File: config.mk
export PLATFORM = sky130hd
export DESIGN_NAME = sm3_ctrl
export DESIGN_NICKNAME = d
export VERILOG_FILES = /design/src/rtl/core/sm3_pkg.sv /design/src/rtl/core/sm3_ctrl.sv
export VERILOG_INCLUDE_DIRS = /design/src /design/src/rtl/core
export SDC_FILE = /design/constraint.sdc
export NUM_CORES = 1
export LEC_CHECK = 0
export ABC_AREA = 1
export BUFFER_PORTS_ARGS = -buffer_cell sky130_fd_sc_hd__buf_2
export CAP_MARGIN = 20
export CORE_ASPECT_RATIO = 1.4
export CORE_MARGIN = 1.5
export CORE_UTILIZATION = 32
export DETAILED_ROUTE_END_ITERATION = 6
export PLACE_DENSITY = 0.57
export SYNTH_ARGS = -nofsm -noshare
export SYNTH_HDL_FRONTEND = slang
export SYNTH_SLANG_ARGS = --single-unit
File: constraint.sdc
create_clock -name clk -period 2.8 [get_ports clk]
set_input_delay 0.14 -clock clk [delete_from_list [all_inputs] [get_ports clk]]
set_output_delay 0.14 -clock clk [all_outputs]
set_load 0.1 [all_outputs]
File: src/rtl/core/sm3_hash_engine_unit_assert.svh
// Assertion macros used by the SM3 hash engine controller.
`ifndef SM3_HASH_ENGINE_UNIT_ASSERT_SVH
`define SM3_HASH_ENGINE_UNIT_ASSERT_SVH

// Implication checked on every rising clock edge outside reset.
`define SM3_ASSERT_IMP(label, clk, rst_n, ante, cons) \
    label: assert property (@(posedge clk) disable iff (!rst_n) (ante) |-> (cons)) \
        else $error("assertion failed");

// Implication whose consequent is checked in the cycle after the antecedent.
`define SM3_ASSERT_NEXT(label, clk, rst_n, ante, cons) \
    label: assert property (@(posedge clk) disable iff (!rst_n) (ante) |=> (cons)) \
        else $error("assertion failed");

`endif

File: src/rtl/core/sm3_pkg.sv
// Package with the SM3 constants, helper functions and control types.
`default_nettype none
package sm3_pkg;

    localparam logic [31:0] SM3_T_LOW  = 32'h79CC4519;
    localparam logic [31:0] SM3_T_HIGH = 32'h7A879D8A;
    localparam logic [7:0]  SM3_PAD    = 8'h80;

    localparam logic [255:0] SM3_IV = {
        32'h7380166F, 32'h4914B2B9, 32'h172442D7, 32'hDA8A0600,
        32'hA96F30BC, 32'h163138AA, 32'hE38DEE4D, 32'hB0FB0E4E
    };

    // Commands from the controller to the datapath.
    typedef struct packed {
        logic       load_bytes;  // write the selected bytes into the block buffer
        logic       pad_byte;    // write a single padding byte
        logic [7:0] pad_value;
        logic       start_comp;  // copy buffer and chaining value into the round state
        logic       round_en;    // perform one compression round
        logic       finish_comp; // fold the round state into the chaining value
        logic       restore_iv;  // restart with the initial value
    } sm3_cmd_t;

    // Status from the datapath to the controller.
    typedef struct packed {
        logic [5:0] fill;
        logic [5:0] round;
    } sm3_status_t;

    function automatic logic [31:0] rotl32(input logic [31:0] x, input logic [4:0] n);
        logic [63:0] d;
        d = {x, x} << n;
        return d[63:32];
    endfunction

    function automatic logic [31:0] perm0(input logic [31:0] x);
        return x ^ {x[22:0], x[31:23]} ^ {x[14:0], x[31:15]};
    endfunction

    function automatic logic [31:0] perm1(input logic [31:0] x);
        return x ^ {x[16:0], x[31:17]} ^ {x[8:0], x[31:9]};
    endfunction

endpackage
`default_nettype wire

File: src/rtl/core/sm3_ctrl.sv
// Controller: input and output handshakes, padding sequence and round counting.
`default_nettype none
module sm3_ctrl
    import sm3_pkg::*;
(
    input  wire logic        clk,
    input  wire logic        rst_n,
    input  wire logic        valid,
    output logic             ready,
    input  wire logic [2:0]  bytes_valid,
    input  wire logic        last_word,
    output logic [2:0]       byte_count,
    input  wire sm3_status_t status,
    input  wire logic [255:0] chain,
    output sm3_cmd_t         cmd,
    output logic             out_valid,
    input  wire logic        out_ready,
    output logic [31:0]      digest_word,
    output logic [2:0]       word_index,
    output logic             digest_end
);
    `include "sm3_hash_engine_unit_assert.svh"

    typedef enum logic [2:0] {
        ST_IDLE, ST_LOAD, ST_ROUND, ST_FOLD, ST_PAD, ST_EMIT
    } state_t;

    state_t       state_reg, state_next;
    logic [63:0]  bits_reg, bits_next;
    logic         final_reg, final_next;
    logic         marker_reg, marker_next;
    logic [3:0]   len_cnt_reg, len_cnt_next;
    logic [2:0]   idx_reg, idx_next;
    logic         ov_reg, ov_next;
    logic [255:0] dig_reg, dig_next;
    logic         accept;
    logic [2:0]   nb;
    logic [6:0]   sum;

    assign nb          = (bytes_valid > 3'd4) ? 3'd4 : bytes_valid;
    assign byte_count  = nb;
    assign sum         = {1'b0, status.fill} + {4'b0000, nb};
    assign ready       = (state_reg == ST_IDLE);
    assign accept      = valid && ready;
    assign out_valid   = ov_reg;
    assign digest_word = dig_reg[255:224];
    assign word_index  = idx_reg;
    assign digest_end  = (idx_reg == 3'd7);

    // Next state and commands.
    always_comb
    begin
        state_next   = state_reg;
        bits_next    = bits_reg;
        final_next   = final_reg;
        marker_next  = marker_reg;
        len_cnt_next = len_cnt_reg;
        idx_next     = idx_reg;
        ov_next      = ov_reg;
        dig_next     = dig_reg;
        cmd          = '0;
        case (state_reg)
            ST_IDLE:
            begin
                if (accept)
                begin
                    cmd.load_bytes = 1'b1;
                    bits_next  = bits_reg + {58'd0, nb, 3'b000};
                    final_next = last_word;
                    if (sum[6])
                        state_next = ST_LOAD;
                    else if (last_word)
                        state_next = ST_PAD;
                end
            end
            ST_LOAD:
            begin
                // Copy the block and the chaining value into the round state.
                cmd.start_comp = 1'b1;
                state_next     = ST_ROUND;
            end
            ST_ROUND:
            begin
                cmd.round_en = 1'b1;
                if (status.round == 6'd63)
                    state_next = ST_FOLD;
            end
            ST_FOLD:
            begin
                // Fold the round state into the chaining value and pick the next step.
                cmd.finish_comp = 1'b1;
                if (!final_reg)
                    state_next = ST_IDLE;
                else if (len_cnt_reg == 4'd8)
                    state_next = ST_EMIT;
                else
                    state_next = ST_PAD;
            end
            ST_PAD:
            begin
                // Marker byte first, then zero bytes up to byte 56, then the length.
                cmd.pad_byte = 1'b1;
                if (!marker_reg)
                begin
                    cmd.pad_value = SM3_PAD;
                    marker_next   = 1'b1;
                end
                else if (len_cnt_reg == 4'd0 && status.fill != 6'd56)
                begin
                    cmd.pad_value = 8'h00;
                end
                else
                begin
                    cmd.pad_value = bits_reg[8*(3'd7 - len_cnt_reg[2:0]) +: 8];
                    len_cnt_next  = len_cnt_reg + 4'd1;
                end
                if (status.fill == 6'd63)
                    state_next = ST_LOAD;
            end
            ST_EMIT:
            begin
                // Hand out the digest once the previous one has drained.
                if (!ov_reg)
                begin
                    dig_next       = chain;
                    idx_next       = 3'd0;
                    ov_next        = 1'b1;
                    final_next     = 1'b0;
                    bits_next      = '0;
                    marker_next    = 1'b0;
                    len_cnt_next   = '0;
                    cmd.restore_iv = 1'b1;
                    state_next     = ST_IDLE;
                end
            end
            default:
            begin
                state_next = ST_IDLE;
            end
        endcase
        if (ov_reg && out_ready)
        begin
            dig_next = {dig_reg[223:0], 32'd0};
            idx_next = idx_reg + 3'd1;
            if (idx_reg == 3'd7)
                ov_next = 1'b0;
        end
    end

    always_ff @(posedge clk or negedge rst_n)
    begin
        if (!rst_n)
        begin
            state_reg   <= ST_IDLE;
            bits_reg    <= '0;
            final_reg   <= 1'b0;
            marker_reg  <= 1'b0;
            len_cnt_reg <= '0;
            idx_reg     <= '0;
            ov_reg      <= 1'b0;
            dig_reg     <= '0;
        end
        else
        begin
            state_reg   <= state_next;
            bits_reg    <= bits_next;
            final_reg   <= final_next;
            marker_reg  <= marker_next;
            len_cnt_reg <= len_cnt_next;
            idx_reg     <= idx_next;
            ov_reg      <= ov_next;
            dig_reg     <= dig_next;
        end
    end

    `SM3_ASSERT_IMP(a_no_accept_busy, clk, rst_n, state_reg != ST_IDLE, !ready)
    `SM3_ASSERT_NEXT(a_round_start, clk, rst_n, state_reg == ST_LOAD, status.round == 6'd0)
    `SM3_ASSERT_NEXT(a_out_hold, clk, rst_n, ov_reg && !out_ready, ov_reg && $stable(dig_reg))

endmodule
`default_nettype wire

==> results of run 1 <==
==> stage by stage <==
stage | hold WS (ps) | setup TNS [ps] | util, % | total power [µW]
detailed placement | 92.0 | 0 | 36.8 | 15100
floorplan | -156 | -2340 | - | 13000
finish | 48.8 | 0 | 44.1 | 20300
global placement | 96.5 | 0 | 36.8 | 15000
global route | 86.2 | 0 | 44.0 | 21600
CTS | 6.65 | 0 | 44.0 | 20500
==> worst reg2reg max path: stages (launching register included) <==
cell	delay, ps
dfrtp_1	440
nor2_4	180
nand3_4	210
nand2_4	140
buf_12	560
nor2_1	500
a211oi_1	260
==> how the worst max path moves through the flow <==
stage / to / slack (ps) / cells past startpoint
finish: cmd[11] / 50 / 6
detailed placement: bits_reg[37] / 250 / 15
global placement: bits_reg[37] / 240 / 15
floorplan: cmd[10] / -360 / 5
CTS: cmd[11] / 90 / 6
global route: cmd[11] / 20 / 6
==> cell usage after synthesis, drive strengths merged <==
cell    count  area [µm²]
a22o        2        17.5
nand3b      2        15.0
nor3      426        2130
clkbuf     84         317
buf        76         442
a22oi       3        22.5
and3        1        6.26
o21a        1        7.51
clkinv      3        11.3
a31oi       6        37.5
fa          1        20.0
o21ai      99         499
nand3      68         363
a211oi     33         248
dfrtp     330        8260
o31ai       2        15.0
o21bai      1        7.51
nor2      592        2250
a21oi      50         262
nand2     306        1150
inv       169         634
o41ai       1        8.76
o211ai      4        30.0
nand4      37         231
xor2        2        17.5
ha          9         113
==> power groups by stage <==
stage,sequential [µW],combinational [µW],clock [µW]
CTS,7360,8000,5110
global placement,7380,7590,0
detailed placement,7430,7680,0
global route,7580,8710,5270
finish,7370,8010,4960
floorplan,7320,5720,0
==> per-layer routing <==
metal  track usage, %  share of wire [%]  vias to the layer above  wire [µm]
li1                 -                  -                     8573          -
met1             27.9                 41                     8456      26100
met5                0                  0                        -          0
met3             3.30                5.1                      192       3210
met4             13.5                6.1                        0       3870
met2             38.1                 48                      614      30200
==> cell type report <==
class,count,area [µm²]
fill,5371,29700
sequential,330,8260
multi-input combinational,1646,7490
timing repair buffer,630,4830
clock buffer,54,1130
tap,714,893
inverter,172,658
clock inverter,9,81.3
antenna,12,30.0
==> logic make-up (layout without fill, tap and decap cells) <==
| kind of cell | count (synthesis) | count (layout) |
|---|---|---|
| simple gates | 1432 | 1432 |
| buf+inv | 332 | 865 |
| flops | 330 | 330 |
| compound gates | 202 | 202 |
| fa+ha+maj | 10 | 10 |
| xor+xnor | 2 | 2 |
| other cells | 0 | 12 |
==> timing repair <==
| action | CTS | global route |
|---|---|---|
| endpoints found under the setup margin | 5 | 7 |
| resized for setup | 1 | 1 |
| endpoints found under the hold margin | 535 | 0 |
| gates cloned | 0 | 0 |
| hold buffers | 258 | 0 |
==> metrics.cfg, run 1 <==
[global_route]
antenna_found_initial=9
grt_max_degree=223
grt_pass1_vias=18000
track_usage_pct=22.9
gr-total-overflow=0
grt_pass1_wl_mm=98.3

[clocking]
cts_tree=built
cts_root_buffer=clkbuf_16
clock_latency_ps=560
cts_sinks=330
clk_path_buf_depth=3
cts.clk_slew.worst_paths_ps=60
h-tree-depth=2
cts_buffers=37
post_cts_buffers=0

[power_and_ir_drop]
p_per_area_nw_per_um2=870
pwr-share-seq_pct=36.3
p_int_uw=11700
peakVddDrop_uv=585
p_leak_uw=0.0103
clkPwrFrac_pct=24.4
p_sw_uw=8620
swShare_pct=42.4
p_comb_share_pct=39.4

[logic_synthesis]
synth-simple-area-share_pct=35.9
yosysWarnings=0
synth_area_um2=17100
avgSynthCellArea_um2=7.42
yosysSeqAreaShare_pct=48.2
synth_xor_area_share_pct=0.102
synth-adder-area-share_pct=0.775
synth_nets=2594
synth_top_family_by_area=simple AND/OR/NAND/NOR gates
postSynthCellCount=2308
synthMuxAreaShare_pct=0
ys_ff_latch=330
synth_compound_area_share_pct=6.75
ys_types=38

[sta]
slew_viol_final=0
slew_headroom_pct=17.8
fin_ws_ps=54.7
rsz0062_at_grt=false
min_period_ps=2750
worst_pin_slew_ps=1230
timing.fmax_mhz=364
finalHoldViolCount=0
skew_ps=21.2
setup_viol=0
fin_crit_sh_pct=98.0

[critical_path]
cp-startpoint=len_cnt_reg[0]
cp_cell_sequence=buf_4 > o21ai_0 > o21ai_0 > o211ai_1 > a21oi_1 > buf_12
crit_family=compound AO/OA/AOI/OAI gates
cp_max_fo=23
path_class=reg -> out
crit_arrival_ps=2610
reg2reg_depth=6
required_ps=2660
r2r-start=state_reg[1]
cp_slowest_cell=o21ai_0
worstSetupStartpointType=register
crit_buf_inv=2
worstSetupEndpointType=output pin
slowest_delay_ps=500
regToRegSetupSlack_ps=420
path_common_cell=o21ai_0
r2r-end=dig_reg[43]

[floorplan]
ios=331
die_w_um=198
core_area_um2=53100
num_rows=100
dieArea_um2=54900
start_util_pct=32.3
fp.dieH_um=277

[outcome]
status=finished clean

[drt]
drt_iter0_drc=1029
via_per_inst=5.00
wl_per_cell_um=17.8
totalWireLength_mm=63.4
drcViolationCount=0
vias=17800
dr.pass1.iters=7
ant_nets=0

[finish]
drive_gt1_share_pct=15.9
final_cells=3567
layout_commonest_cell=nor2_1
nNetsFinal=3103
fin_area_um2=23400
largest_reg_flops=256
syn2layout_area_growth_pct=36.5
final_cell_mix=nor2_1, nor3_1, dfrtp_1, buf_2, nand2_1

[worst_hold_path]
worstHoldStart=status[8]
min_path_cells=4
min_to=state_reg[2]
worstHoldPathType=in -> reg

[place]
pre_cts_ws_ps=249
routabilityCongestion=1.04
port_buffers=330
placed_cells_incl_taps=3234
place_hpwl_mm=42.5
placed_cell_area_um2=19500

[flow_run]
cap_violations=0

Note: power is estimated with default switching activity, not from simulation.
==> run 2, diff against run 1 <==
Settings changed: CORE_UTILIZATION 32 to 45, PLACE_DENSITY 0.57 to 0.73, RECOVER_POWER from default to 50.
==> run 2 against run 1 <==
Against the previous run: utilization up 17 points; sequential power up 2%; critical path depth up 1; clock skew down 3.5 ps; sequential share of layout area up 0.53 points; count of clock-buffer cells in the layout down 4; power up 0.38%; final cell count down 6.6%; clock power down 5.6%.
==> metrics.cfg, run 2 (same netlist as run 1, synthesis figures left out) <==
[place]
placed_cell_area_um2=19400
placed_cells_incl_taps=3001
place_hpwl_mm=39.5
port_buffers=330
pre_cts_ws_ps=348
routabilityCongestion=1.05

[sta]
skew_ps=17.7
setup_viol=0
min_period_ps=2680
slew_headroom_pct=3.35
finalHoldViolCount=0
slew_viol_final=0
setup_tns_ps=0
fin_ws_ps=119
timing.fmax_mhz=373
worst_pin_slew_ps=1450
hold_ws_ps=67.0
rsz0062_at_grt=false
fin_crit_sh_pct=95.7

[global_route]
gr-total-overflow=0
use_met1_pct=37.3
grt_util_met2_pct=54.3
grt_pass1_vias=18700
grt_most_used_layer=met2
grt_max_degree=144
grt_use_met3_pct=4.86
track_usage_pct=31.9
grt_pass1_wl_mm=98.4
antenna_found_initial=9

[clocking]
post_cts_buffers=0
cts_buffers=35
h-tree-depth=2
clk_path_buf_depth=3
cts_sinks=330
clock_latency_ps=540
cts_root_buffer=clkbuf_16
cts_tree=built
cts.clk_slew.worst_paths_ps=70

[critical_path]
cp_max_fo=10
worstSetupEndpointType=output pin
path_class=reg -> out
crit_arrival_ps=2540
worstSetupStartpointType=register
required_ps=2660

[drt]
dr.pass1.iters=6
drcViolationCount=0
totalWireLength_mm=63.7
wl_per_cell_um=19.1
via_per_inst=5.57
drt_iter0_drc=1820
ant_nets=0
vias=18600

[finish]
drive_gt1_share_pct=15.1
largest_reg_flops=256
layout_commonest_cell=nor2_1
fillerInstances=3153
nNetsFinal=3108
syn2layout_area_growth_pct=34.5
final_cell_mix=nor2_1, nor3_1, dfrtp_1, nand2_1, buf_2
final_cells=3331
fin_area_um2=23000
multi_input_area_um2=7490
seqCellArea_um2=8260

[power_and_ir_drop]
p_per_area_nw_per_um2=886
p_leak_uw=0.0103
peakVddDrop_uv=755

[floorplan]
die_w_um=168
start_util_pct=45.6
fp.dieH_um=234
core_area_um2=37500
ios=331
dieArea_um2=39200
num_rows=84

[outcome]
status=finished clean

[worst_hold_path]
worstHoldPathType=in -> reg

[flow_run]
cap_violations=0

[run 2: cell count changes in the layout (fill, tap and decap cells not counted), moves of 2 or more]
cell        change
buf_2          -25
clkbuf_1       +25
buf_12          +3
buf_4           -3
clkbuf_16       -3
clkbuf_2        +3
clkbuf_4        +3
clkinvlp_4      -3
clkbuf_8        +2
clkinv_1        +2
[run 2: metal layers]
layer  part of all wire, %  vias to the layer above
met3                   6.4                      277
li1                      -                     8542
met5                 0.020                        -
met4                   7.2                        2
met1                    38                     8778
met2                    49                      964
[run 2: final timing paths]
kind	from	to	slack, ps	cells past startpoint
setup / recovery	len_cnt_reg[0]	cmd[9]	120	7
setup reg to reg	out_valid	bits_reg[22]	540	5
hold / removal	chain[60]	dig_reg[60]	70	3
hold reg to reg	final_reg	final_reg	510	1
max in group asynchronous	rst_n	dig_reg[115]	510	3
min in group asynchronous	rst_n	bits_reg[10]	470	2
[run 2: repair_timing]
action / in CTS / in global routing
gates resized for setup: 0 / 0
endpoints found under the setup margin: 0 / 0
hold buffers: 257 / 0
endpoints found under the hold margin: 346 / 0
[run 2: area by class of cell]
class / count / share of cell area (%)
Clock inverter: 10 / 0.310
Multi-Input combinational cell: 1646 / 32.5
Inverter: 172 / 2.84
Sequential cell: 330 / 35.9
Tap cell: 473 / 2.57
Timing Repair Buffer: 637 / 21.1
Antenna cell: 13 / 0.141
Clock buffer: 50 / 4.66
[run 2: stage by stage]
step | util (%) | power (µW)
floorplan | - | 13000
global placement | 51.7 | 15000
detailed placement | 51.7 | 15200
CTS | 61.6 | 20200
global route | 61.3 | 21400
finish | 61.4 | 20400
[run 2: where the power goes]
| group | switching (µW) | internal [µW] | leakage [µW] |
|---|---|---|---|
| Clock | 2000 | 2680 | 0.000572 |
| Sequential | 1120 | 6400 | 0.00387 |
| Combinational | 5690 | 2520 | 0.00584 |
| Total | 8820 | 11600 | 0.0103 |
[run 2: critical path, cell delays in order, from the launching register on]
cell      delay [ps]
dfrtp_1          340
clkinv_1         320
buf_4            290
o21ai_0          320
a21oi_1          130
a31oi_1          290
nor2_1           130
buf_12           190
